### config.mk
export PLATFORM = sky130hd
export DESIGN_NAME = nugu_div
export DESIGN_NICKNAME = d
export VERILOG_FILES = /design/src/sv/nearest_upsample_gather_address_defines.svh /design/src/sv/nugu_div.sv
export SDC_FILE = /design/constraint.sdc
export NUM_CORES = 1
export LEC_CHECK = 0
export ABC_AREA = 1
export BUFFER_PORTS_ARGS = -buffer_cell sky130_fd_sc_hd__buf_2
export CAP_MARGIN = 20
export CORE_ASPECT_RATIO = 0.6
export CORE_MARGIN = 5
export CORE_UTILIZATION = 30
export DETAILED_ROUTE_END_ITERATION = 8
export GPL_TIMING_DRIVEN = 0
export HOLD_SLACK_MARGIN = 0.12
export PLACE_DENSITY = 0.45
export SLEW_MARGIN = 20
export SYNTH_ARGS = -nofsm -noshare
export SYNTH_HDL_FRONTEND = slang
export SYNTH_SLANG_ARGS = --single-unit
### constraint.sdc
create_clock -name clock -period 2.94 [get_ports clock]
set_input_delay 0.588 -clock clock [delete_from_list [all_inputs] [get_ports clock]]
set_output_delay 0.588 -clock clock [all_outputs]
set_load 0.01 [all_outputs]
### src/sv/nearest_upsample_gather_address_defines.svh
// Assertion macros shared by the upsample gather address RTL.
`ifndef NEAREST_UPSAMPLE_GATHER_ADDRESS_DEFINES_SVH
`define NEAREST_UPSAMPLE_GATHER_ADDRESS_DEFINES_SVH

// Same-cycle implication.
`define NUGA_ASSERT_NOW(lbl, ante, cons, msg) \
   lbl: assert property (@(posedge clock) disable iff (reset) (ante) |-> (cons)) \
      else $error(msg);

// Next-cycle implication.
`define NUGA_ASSERT_NEXT(lbl, ante, cons, msg) \
   lbl: assert property (@(posedge clock) disable iff (reset) (ante) |=> (cons)) \
      else $error(msg);

// Implication that is checked during reset too.
`define NUGA_ASSERT_ALWAYS(lbl, ante, cons, msg) \
   lbl: assert property (@(posedge clock) (ante) |-> (cons)) else $error(msg);

`endif

### src/sv/nugu_div.sv
// Pipelined restoring divider, one quotient bit per stage, with sideband.
module nugu_div #(
   parameter int W  = 16,
   parameter int DW = 8,
   parameter int SW = 1
) (
   input  logic          clock,
   input  logic          reset,
   input  logic          en,
   input  logic          in_vld,
   input  logic [W-1:0]  num,
   input  logic [DW-1:0] den,
   input  logic [SW-1:0] side,
   output logic          out_vld,
   output logic [W-1:0]  quo,
   output logic [DW-1:0] rem,
   output logic [SW-1:0] side_out
);
   localparam int AW = DW + W;

   logic [AW-1:0] acc_ff  [0:W];
   logic [DW-1:0] den_ff  [0:W-1];
   logic [SW-1:0] side_ff [0:W];
   logic          vld_ff  [0:W];

   function automatic logic [AW-1:0] div_step(logic [AW-1:0] acc, logic [DW-1:0] d);
      logic [AW:0] sh;
      logic [DW:0] top;
      logic [DW:0] diff;
      sh   = {acc, 1'b0};
      top  = sh[AW:W];
      diff = top - {1'b0, d};
      if (top >= {1'b0, d}) return {diff[DW-1:0], sh[W-1:1], 1'b1};
      return {top[DW-1:0], sh[W-1:1], 1'b0};
   endfunction

   always_ff @(posedge clock) begin
      if (reset) begin
         for (int k = 0; k <= W; k++) vld_ff[k] <= 1'b0;
      end else if (en) begin
         vld_ff[0] <= in_vld;
         for (int k = 0; k < W; k++) vld_ff[k+1] <= vld_ff[k];
      end
      if (en) begin
         acc_ff[0]  <= {{DW{1'b0}}, num};
         den_ff[0]  <= den;
         side_ff[0] <= side;
         for (int k = 0; k < W; k++) begin
            acc_ff[k+1]  <= div_step(acc_ff[k], den_ff[k]);
            side_ff[k+1] <= side_ff[k];
         end
         for (int k = 0; k < W - 1; k++) den_ff[k+1] <= den_ff[k];
      end
   end

   assign out_vld  = vld_ff[W];
   assign quo      = acc_ff[W][W-1:0];
   assign rem      = acc_ff[W][AW-1:W];
   assign side_out = side_ff[W];
endmodule

=== Word-level counts from Yosys, hierarchy flattened ===
Memories as Yosys holds them, arrays and structs flattened.
Cells that the tools add are included.

* Word-level logic and storage cells: 156
* Bits in registers: 0
* Memory bits (writable): 570
* Memories kept: 4
* Output and inout bits: 26

* Bitwise logic cells: 17
* Mux-type cells: 103
* Add/subtract/negate cells: 16
* $lt $le $gt $ge: 16

{| class="wikitable"
|+ Memory list
! memory !! depth !! width !! rd ports !! clocked after memory_dff !! write ports !! RTL line !! source
|-
| acc_ff || 17 || 24 || 17 || 0 || 17 || nugu_div.sv:21 || <nowiki>logic [AW-1:0] acc_ff [0:W];</nowiki>
|-
| den_ff || 16 || 8 || 16 || 0 || 16 || nugu_div.sv:22 || <nowiki>logic [DW-1:0] den_ff [0:W-1];</nowiki>
|-
| side_ff || 17 || 1 || 17 || 0 || 17 || nugu_div.sv:23 || <nowiki>logic [SW-1:0] side_ff [0:W];</nowiki>
|-
| vld_ff || 17 || 1 || 17 || 0 || 17 || nugu_div.sv:24 || <nowiki>logic vld_ff [0:W];</nowiki>
|}

{| class="wikitable"
|+ Operator list
! kind !! number
|-
| 2-to-1 mux 24 bit || 48
|-
| greater-or-equal comparator 9 x 8 -> 1 bit || 16
|-
| subtractor 8 bit || 16
|-
| 2-to-1 mux 1 bit || 55
|-
| bitwise OR 1 bit || 17
|}

=== Longest topological paths before layout ===
* Word-level depth: 5
* Depth in mapped cells: 11
* Depth with buffers taken out: 11

=== Least setup slack after synthesis ===
OpenSTA, ideal clock, no wires.

* Path kind: reg-to-reg
* From: memory acc_ff[0][377] (netlist name)
* To: memory acc_ff[0][407] (netlist name), data pin
* Path slack: 1.227 ns
* Cell stages (with the launch flop): 9
* Arrival time: 1.460 ns
* Data required time: 2.688 ns
* Cells stage by stage: edfxtp_1 -> ha_1 -> or2_1 -> nand3b_1 -> nand2_1 -> nand2_2 -> nand2_4 -> nand2_1 -> nand2_1

{| class="wikitable"
|+ RTL lines
! what !! RTL line
|-
| start, declared || nugu_div.sv:21
|}

==> flow_summary_export.csv <==
group,metric,value,unit
power_and_ir_drop,p_sw,0.00896,W
global_routing,grt-ovfl-total,0,
worst_hold_path,hold_end,"vld_ff[0][0]$_SDFFCE_PN0P_",
synthesis,ys_ff_latch,562,
sta,period_share,76.1,%
placed_design,gp_congestion,0.835,
critical_path,crit_fanout,99,
power_and_ir_drop,ir_drop,0.400,mV
outcome,status,"completed",
synthesis,synthTopCellsByArea,"edfxtp_1, nand2_1, ha_1, inv_1, nand3_1",
critical_path,startpoint,"en",
sta,skew,0.0263,ns
sta,finalMaxSlewViolations,0,
global_routing,grt_use_total,10.6,%
global_routing,antenna_found_initial,0,
synthesis,yosys.cell_types.count,33,
clocking,cts_max_level,2,
synthesis,netlist_instances,2290,
critical_path,ff2ff_path_depth,10,
power_and_ir_drop,pwr-share-comb,29.6,%
placed_design,dp_hpwl,34600,um
clocking,cts_made_buffers,57,
sta,setup_viol,0,
synthesis,synthDominantCellAreaShare,64.6,%
detailed_routing,vias,15600,
floorplan,die-width,391,um
cells_and_area,drive_gt1_share,13.1,%
power_and_ir_drop,power,0.0273,W
flow_run,cap_violations,0,
cells_and_area,final_common_cell,"nand2_1",
floorplan,fp-row-count,83,
floorplan,initial_core_util,30.4,%
power_and_ir_drop,seq_power_share,40.8,%
power_and_ir_drop,leakagePower,13.1,nW
floorplan,core_area,86000,um^2
critical_path,timing.rr.end,"acc_ff[0][90]$_DFFE_PP_",
sta,max_freq,447,MHz
clocking,post_cts_buffers,0,
critical_path,crit-reg2reg-launch,"den_ff[0][19]$_DFFE_PP_",
worst_hold_path,worstHoldStart,"in_vld",
cells_and_area,nets,2599,
critical_path,path_class,"primary input to flop",
detailed_routing,routed_wl,49300,um
detailed_routing,ant_nets,0,
global_routing,grt_pass1_vias,14900,
synthesis,async_flop_share,0,%
synthesis,synth.largest_area_cell,"edfxtp_1",
power_and_ir_drop,powerDensity,901,nW/um^2
placed_design,dp_cells,3496,
cells_and_area,diodes,0,
global_routing,grt_max_degree,103,
sta,period_needed,2.24,ns
synthesis,syn_area_per_cell,11.4,um^2
synthesis,synth_seq_area_share,64.6,%
power_and_ir_drop,swShare,32.8,%
critical_path,regToRegSetupSlack,0.82,ns
critical_path,critPathArrivalTime,2.51,ns
detailed_routing,drc_errors,0,
clocking,cts.root.buffer_cell,"clkbuf_16",
clocking,path_clk_slew,0.06,ns
clocking,cts_max_path_buffers,3,
power_and_ir_drop,intPower,0.0183,W
critical_path,cp.required,3.21,ns
floorplan,pin_count,55,
sta,finalHoldViolCount,0,
clocking,cts_tree,"done",
cells_and_area,mostFrequentLayoutCells,"nand2_1, edfxtp_1, inv_1",
placed_design,numPortBuffers,54,
worst_hold_path,min_path_cells,3,
floorplan,die_h,239,um
clocking,insertion_delay,0.64,ns
sta,tightestPinTransition,0.661,ns
synthesis,synth_area,26100,um^2
cells_and_area,area_delta_synth_final,16.0,%
sta,slew_headroom,55.9,%
critical_path,start_kind,"primary input",
power_and_ir_drop,p_clk_share,29.6,%
synthesis,synth_nets,2456,
synthesis,yosys_warnings,0,
clocking,cts_sinks,562,
critical_path,end_kind,"flop",
floorplan,die_area,93300,um^2
detailed_routing,viasPerCell,4.30,
synthesis,synthFlopType,"edfxtp_1",
synthesis,synth_edf_count,562,
detailed_routing,firstDrtPassIters,5,
sta,rsz0062_at_grt,"no",
cells_and_area,instances_no_fill,3628,
detailed_routing,drt-wirelength-per-cell,13.6,um
worst_hold_path,hp-class,"primary input to flop",
global_routing,grt_pass1_wl,80700,um
detailed_routing,drt-initial-drc-count,1255,
==> cells in the mapped netlist, types with 2 or more instances <==
master / count
nand2_1: 577
edfxtp_1: 562
inv_1: 363
nand3_1: 221
ha_1: 122
nor2_1: 93
nand2_2: 70
a21oi_1: 53
nand4_1: 28
xor2_1: 28
buf_4: 27
nand2_4: 20
xnor2_1: 17
fa_1: 15
nor3_1: 15
buf_6: 11
a21oi_2: 9
clkinv_1: 9
nor2_2: 8
nand3b_1: 7
nor2_4: 6
and2_4: 5
nand2_8: 5
or2_0: 5
buf_2: 4
inv_2: 2
or2_1: 2
==> cell families after synthesis <==
kind of cell,share of synthesized area [%]
buf+inv,6.71
compound gates,1.43
simple gates,18.8
fa+ha+maj,6.99
xor+xnor,1.51
flops,64.6
==> sequential cells by signal (all words and copies together), names as in the netlist <==
register	cells
acc_ff	400
den_ff	128
side_ff	17
vld_ff	17
==> area by class of cell <==
cell class | instances | area [um^2]
Clock buffer | 62 | 1450
Multi-Input combinational cell | 1311 | 7500
Buffer | 43 | 350
Timing Repair Buffer | 84 | 668
Fill cell | 8451 | 55700
Sequential cell | 562 | 16900
Inverter | 374 | 1400
Tap cell | 1147 | 1440
Clock inverter | 45 | 641
==> worst max path at each step <==
stage	slack, ns	cells after the start	end
floorplan	1.23	8	acc_ff[0][407]$_DFFE_PP_
global placement	-9.66	4	vld_ff[0][5]$_SDFFCE_PN0P_
detailed placement	-0.03	4	acc_ff[0][387]$_DFFE_PP_
CTS	0.67	4	acc_ff[0][387]$_DFFE_PP_
global route	0.53	4	den_ff[1][60]$_DFFE_PP_
finish	0.70	4	acc_ff[0][362]$_DFFE_PP_
==> power groups by stage <==
stage          Clock [W]  Sequential (W)  Combinational (W)
6_report         0.00808          0.0111            0.00808
5_1_grt          0.00879          0.0113            0.00924
4_1_cts          0.00842          0.0112            0.00806
3_5_place_dp           0          0.0113            0.00800
3_3_place_gp           0          0.0115            0.00794
2_1_floorplan          0          0.0110            0.00621
==> worst max-delay path, cell delays in order <==
cell and delay [ns]:
buf_8 0.43, buf_16 0.46, buf_16 0.38, buf_16 0.40
==> timing repair <==
item / CTS / global route
endpoints found under the hold margin: 25 / 0
hold buffers: 25 / 0
gates resized for setup: 0 / 0
==> metrics by stage <==
stage	area [um^2]	utilization [%]	worst slack (ns)	hold WS [ns]	TNS, ns
2_1_floorplan	26100	-	1.23	0.400	0
3_3_place_gp	27800	32.4	-9.66	0.400	-4259.21
3_5_place_dp	28000	32.5	-0.0275	0.405	-1.29
4_1_cts	30300	35.3	0.671	0.258	0
5_1_grt	30300	35.3	0.531	0.285	0
6_report	30300	35.3	0.702	0.302	0
==> layer usage <==
metal	GRT usage, %	routed length [um]	vias to the layer above
met2	13.4	17700	358
li1	-	-	7912
met4	2.71	916	0
met3	2.56	3260	61
met5	0	0	-
met1	17.6	27400	7284
Note: power is estimated with default switching activity, not from simulation.
