$ cat config.mk
export PLATFORM = sky130hd
export DESIGN_NAME = nugu_addr
export DESIGN_NICKNAME = d
export VERILOG_FILES = /design/src/sv/nearest_upsample_gather_address_defines.svh /design/src/sv/nugu_pkg.sv /design/src/sv/nugu_addr.sv
export SDC_FILE = /design/constraint.sdc
export NUM_CORES = 2
export LEC_CHECK = 0
export ABC_AREA = 1
export BUFFER_PORTS_ARGS = -buffer_cell sky130_fd_sc_hd__buf_2
export CAP_MARGIN = 20
export CORE_AREA = 2 2 318 320
export DETAILED_ROUTE_END_ITERATION = 7
export DIE_AREA = 0 0 320 322
export GPL_TIMING_DRIVEN = 1
export SKIP_LAST_GASP = 1
export SYNTH_ARGS = -nofsm -noshare
export SYNTH_HDL_FRONTEND = slang
export SYNTH_SLANG_ARGS = --single-unit
$ cat constraint.sdc
create_clock -name clock -period 9 [get_ports clock]
set_input_delay 0.45 -clock clock [delete_from_list [all_inputs] [get_ports clock]]
set_output_delay 0.45 -clock clock [all_outputs]
set_load 0.005 [all_outputs]
$ cat src/sv/nearest_upsample_gather_address_defines.svh
// Assertion macros shared by the upsample gather address RTL.
`ifndef NEAREST_UPSAMPLE_GATHER_ADDRESS_DEFINES_SVH
`define NEAREST_UPSAMPLE_GATHER_ADDRESS_DEFINES_SVH

// Same-cycle implication.
`define NUGA_ASSERT_NOW(lbl, ante, cons, msg) \
   lbl: assert property (@(posedge clock) disable iff (reset) (ante) |-> (cons)) \
      else $error(msg);

// Next-cycle implication.
`define NUGA_ASSERT_NEXT(lbl, ante, cons, msg) \
   lbl: assert property (@(posedge clock) disable iff (reset) (ante) |=> (cons)) \
      else $error(msg);

// Implication that is checked during reset too.
`define NUGA_ASSERT_ALWAYS(lbl, ante, cons, msg) \
   lbl: assert property (@(posedge clock) (ante) |-> (cons)) else $error(msg);

`endif

$ cat src/sv/nugu_pkg.sv
// Shared widths and register indexes for the upsample gather address block.
package nugu_pkg;
   localparam int IDX_W  = 31;
   localparam int DIM_W  = 16;
   localparam int SCL_W  = 8;
   localparam int ADDR_W = 32;
   localparam int CSR_W  = 31;
   localparam int CSR_IDX_W = 3;

   typedef enum logic [CSR_IDX_W-1:0] {
      CSR_CHANNEL_COUNT = 3'd0,
      CSR_OUT_HEIGHT    = 3'd1,
      CSR_OUT_WIDTH     = 3'd2,
      CSR_SCALE         = 3'd3,
      CSR_SRC_BASE      = 3'd4,
      CSR_DST_BASE      = 3'd5,
      CSR_ELEMENT_COUNT = 3'd6
   } csr_index_type;
endpackage

$ cat src/sv/nugu_addr.sv
// Source index recomposition and base offset stages.
module nugu_addr (
   input  logic                        clock,
   input  logic                        reset,
   input  logic                        en,
   input  logic                        in_vld,
   input  logic [nugu_pkg::IDX_W-1:0]  idx,
   input  logic [nugu_pkg::IDX_W-1:0]  plane,
   input  logic [nugu_pkg::DIM_W-1:0]  row_s,
   input  logic [nugu_pkg::DIM_W-1:0]  col_s,
   input  logic [nugu_pkg::DIM_W-1:0]  ih,
   input  logic [nugu_pkg::DIM_W-1:0]  iw,
   input  logic [nugu_pkg::CSR_W-1:0]  src_base,
   input  logic [nugu_pkg::CSR_W-1:0]  dst_base,
   output logic                        out_vld,
   output logic [nugu_pkg::ADDR_W-1:0] src_addr,
   output logic [nugu_pkg::ADDR_W-1:0] dst_addr
);
   import nugu_pkg::*;

   logic                 vld1_ff, vld2_ff, vld3_ff;
   logic [IDX_W-1:0]     t1_ff, t2_ff, idx1_ff, idx2_ff;
   logic [DIM_W-1:0]     row1_ff, col1_ff, col2_ff, iw1_ff;
   logic [ADDR_W-1:0]    src_ff, dst_ff;
   logic [IDX_W+DIM_W-1:0] t1_in, t2_in;
   logic [IDX_W-1:0]     sum_in;

   always_comb begin
      t1_in  = plane * ih;
      sum_in = t1_ff + {{(IDX_W-DIM_W){1'b0}}, row1_ff};
      t2_in  = sum_in * iw1_ff;
   end

   always_ff @(posedge clock) begin
      if (reset) begin
         vld1_ff <= 1'b0;
         vld2_ff <= 1'b0;
         vld3_ff <= 1'b0;
      end else if (en) begin
         vld1_ff <= in_vld;
         vld2_ff <= vld1_ff;
         vld3_ff <= vld2_ff;
      end
      if (en) begin
         t1_ff   <= t1_in[IDX_W-1:0];
         idx1_ff <= idx;
         row1_ff <= row_s;
         col1_ff <= col_s;
         iw1_ff  <= iw;
         t2_ff   <= t2_in[IDX_W-1:0];
         idx2_ff <= idx1_ff;
         col2_ff <= col1_ff;
         src_ff  <= {1'b0, src_base} + {1'b0, t2_ff}
                    + {{(ADDR_W-DIM_W){1'b0}}, col2_ff};
         dst_ff  <= {1'b0, dst_base} + {1'b0, idx2_ff};
      end
   end

   assign out_vld  = vld3_ff;
   assign src_addr = src_ff;
   assign dst_addr = dst_ff;
endmodule

### After elaboration in Yosys (flattened, before gate mapping)

Index checks and enable logic that the tools add are counted.

* add/subtract/negate cells: 4
* multipliers: 2
* divide/modulo/power cells: 0
* magnitude comparators: 0
* eq/ne operators: 0
* shifts and indexed selects: 0
* mux-type cells: 0
* bitwise logic cells: 0
* reduce and logical (&&, ||, !) cells: 0

Operators by type and width (count)
* adder 31 x 31 -> 32 bit: 2
* multiplier 31 x 16 -> 31 bit: 2
* adder 32 x 16 -> 32 bit: 1
* adder 31 x 16 -> 31 bit: 1

* bits in registers: 255
* bits in latches: 0
* memory bits (writable): 0
* bits in read-only memories: 0
* output and inout bits: 65
* word-level logic and storage cells: 19
* memories: 0

### Depth between registers and ports, before layout

* depth after elaboration: 2
* mapped depth: 38
* mapped depth without buffers: 38

### Worst setup path after synthesis

OpenSTA, ideal clock, no wires.

* kind: flip-flop to flip-flop
* start point: register t1_ff[0]
* end point: register t2_ff[24], data pin
* setup time: 259 ps
* data arrival time: 6466 ps
* required time: 8741 ps
* slack: 2275 ps
* stages on the path, launching flop included: 34
* path buffers: 0
* cell sequence: edfxtp_1 > ha_1 > inv_1 > fa_1 > inv_1 > nand2_1 > nand2_1 > nand3_1 > nand2_2 > nand2_1 > nand2_1 > or2_2 > nand2_1 > clkinv_1 > nand2_1 > fa_1 > fa_1 > fa_1 > inv_1 > fa_1 > fa_1 > inv_1 > fa_1 > inv_1 > ha_1 > a21oi_1 > o21ai_0 > a21oi_1 > inv_1 > a21oi_1 > o21bai_1 > nand3_1 > nand2_1 > xor2_1

* word-level cells in the longest chain between the ends: 2

Ends and longest elaborated chain
* from (decl): line nugu_addr.sv:22 `logic [IDX_W-1:0] t1_ff, t2_ff, idx1_ff, idx2_ff;`
* from (signal assigned): line nugu_addr.sv:45 `t1_ff <= t1_in[IDX_W-1:0];`
* adder 31 x 16 -> 31 bit: line nugu_addr.sv:30 `sum_in = t1_ff + {{(IDX_W-DIM_W){1'b0}}, row1_ff};`
* multiplier 31 x 16 -> 31 bit: line nugu_addr.sv:31 `t2_in = sum_in * iw1_ff;`
* net t2_in[24]: line nugu_addr.sv:25 `logic [IDX_W+DIM_W-1:0] t1_in, t2_in;`
* to (signal assigned): line nugu_addr.sv:50 `t2_ff <= t2_in[IDX_W-1:0];`
* to (decl): line nugu_addr.sv:22

The timed path passes the listed nets, and every way through them passes these cells.
A chain may end at the register's enable or synchronous reset.

### Final worst setup path

* start point: register t1_ff[0]
* end point: register t2_ff[26], data pin

The elaborated chain is that of the path after synthesis.

==> flow_summary.ini <==
[clock_tree]
cts_buffers = 30
clock_latency_ns = 0.62
clk_path_buf_depth = 3
post_cts_buffers = 0
cts-root-buf = clkbuf_16
path_clk_slew_ns = 0.06
post_cts_resized = 0
h-tree-depth = 1
clock_sinks = 255
cts_tree = built

[synth]
synth.net_count = 4933
synth_cell_types = 50
yosys.area_share.simple_pct = 16.20
synthMuxAreaShare_pct = 0
yosysTopAreaCell = fa_1
synth_top_family_by_area = adder cells
synth_compound_area_share_pct = 4.156
yosysWarningCount = 0
netlist_instances = 3922
yosys-top-cells-area = fa_1, edfxtp_1, nand2_1
netlist_area_um2 = 34710
synth_seq_cells = 255
ys_seq_area_share_pct = 21.98
synth_top_cell_area_share_pct = 34.55
synth_xor_area_share_pct = 3.785
syn_avg_cell_area_um2 = 8.850
post_synth_fa_ha_maj_area_fraction_pct = 42.48

[setup_path]
slowest_delay_ns = 0.52
critPathSlowestCell = fa_1
crit_fanout = 10
crit_arrival_ns = 8.10
crit_top_cell = fa_1
reg2reg_depth = 32
critical_path_required_ns = 9.34
worstSetupEndpointType = flop
startpoint_type = flop
critPathKind = reg -> reg

[sta]
holdWs_ns = 0.03819
maxSlewViolCount = 0
final-hold-violation-count = 0
setup_violations = 0
final.period_utilization_pct = 86.25
skew_ns = 0.03056
grt_setup_unrepaired = false
tns_ns = 0
min_period_ns = 7.763
tightest_slew_ns = 1.079
max_freq_mhz = 128.8
relSlewSlack_pct = 28.09

[drt]
drt-met1-wl_um = 38730
maxUsedRoutingLayer = met5
route.met2.wl_um = 44850
drtIter0Drc = 1609
drt-wirelength-per-cell_um = 16.62
viasPerCell = 4.739
wirelength_um = 91330
final_antenna_net_count = 0
wl_met3_um = 5258
drtPass1Iterations = 5
vias = 26043
drc = 0

[placement]
dp.final_hpwl_um = 75310
placement.io_buffers = 256
gp_congestion = 0.9027
dpl_cell_area_um2 = 37280

[global_routing]
grt_max_degree = 72
first_global_vias = 28209
antenna_found_initial = 5
grt_pass1_wl_um = 149400
overflow = 0
grt_use_total_pct = 18.28

[layout]
layout.nets = 5183
multi_input_area_um2 = 23120
final_common_cell = nand2_1
fill_cells = 10077
synthToLayoutAreaGrowth_pct = 12.52
utilization_pct = 39.22
layout_common_cells = nand2_1, inv_1, fa_1
final_design_area_no_fill_um2 = 39050
seqCellArea_um2 = 7627
drive_gt1_share_pct = 9.152

[job]
cap_violations = 0

[status]
outcome = complete, no violations

[floorplan]
core_area_um2 = 99570
fp.dieW_um = 320
start_util_pct = 34.86
core.rowCount = 116
dieArea_um2 = 103000
io_pins = 257
dieHeight_um = 322

[hold_path]
min_delay_path_depth = 1
min_path_type = in -> reg
-- layout make-up --
cell class	instances	share of cell area [%]
Clock inverter	24	0.7529
Clock buffer	32	1.942
Timing Repair Buffer	342	5.453
Antenna cell	2	0.01282
Multi-Input combinational cell	2613	59.21
Sequential cell	255	19.53
Inverter	930	8.939
Tap cell	1298	4.159
-- cell usage after synthesis (all sizes together) --
master / count
a221oi: 3
o21bai: 9
o2111ai: 2
nand4: 16
o221a: 1
xor2: 93
o221ai: 4
nor3b: 1
ha: 220
nand3b: 5
a211oi: 4
and3: 1
clkbuf: 119
nand2: 1015
edfxtp: 252
xnor2: 57
buf: 5
a21o: 5
clkinv: 5
dfxtp: 3
o21a: 4
a41oi: 1
a21oi: 142
a31oi: 7
a21boi: 6
nor2: 222
and2: 2
or2: 6
o21ai: 66
fa: 599
inv: 925
o211ai: 4
nor4: 8
nor3: 13
nand3: 97
-- final timing paths --
check	startpoint	end	slack (ns)
worst max-delay path	t1_ff[0]	t2_ff[26]	1.24
worst min-delay path	iw[14]	iw1_ff[14]	0.04
worst max register to register	t1_ff[0]	t2_ff[26]	1.24
worst min register to register	col1_ff[1]	col2_ff[1]	0.42
-- logic make-up (layout without fill, tap and decap cells) --
logic type                 Yosys count  after routing
AOI/OAI and AO/OA                  258            258
xor gates and xnor gates           150            150
adders and majority gates          819            819
buffers and inverters             1054           1328
DFF                                255            255
other                                0              2
and+or+nand+nor                   1386           1386
-- per-layer routing --
metal,up-vias,track usage [%]
met3,151,2.100
met1,12921,23.57
li1,12239,-
met4,4,4.726
met5,-,0
met2,728,32.53
-- critical path, delay by kind of cell, from the launching register on --
family,cells,cell delay (ns)
and+or+nand+nor,9,1.20
adders and majority gates,9,3.70
AOI/OAI and AO/OA,6,1.24
DFF,1,0.37
buffers and inverters,7,0.85
xor gates and xnor gates,1,0.10
-- sequential cells by signal, indices dropped and copies added, names as in the netlist, 16 cells and up --
register,flops
iw1_ff,16
t1_ff,31
col2_ff,16
dst_addr,32
idx2_ff,31
t2_ff,31
row1_ff,16
col1_ff,16
idx1_ff,31
src_addr,32
-- through the flow --
step / setup WS [ns] / std cells
floorplan: 2.275 / 3922
global placement: 1.429 / 5368
detailed placement: 1.283 / 5368
CTS: 1.238 / 5493
global route: 0.5763 / 5494
finish: 1.237 / 5496
-- timing repair --
action	CTS	global route
hold buffers	69	0
endpoints found under the hold margin	71	0
setup endpoints to repair	0	0
Power is left out: the tool's default activity adds up to more than one toggle a clock period on the data nets, which glitch-free logic cannot reach.
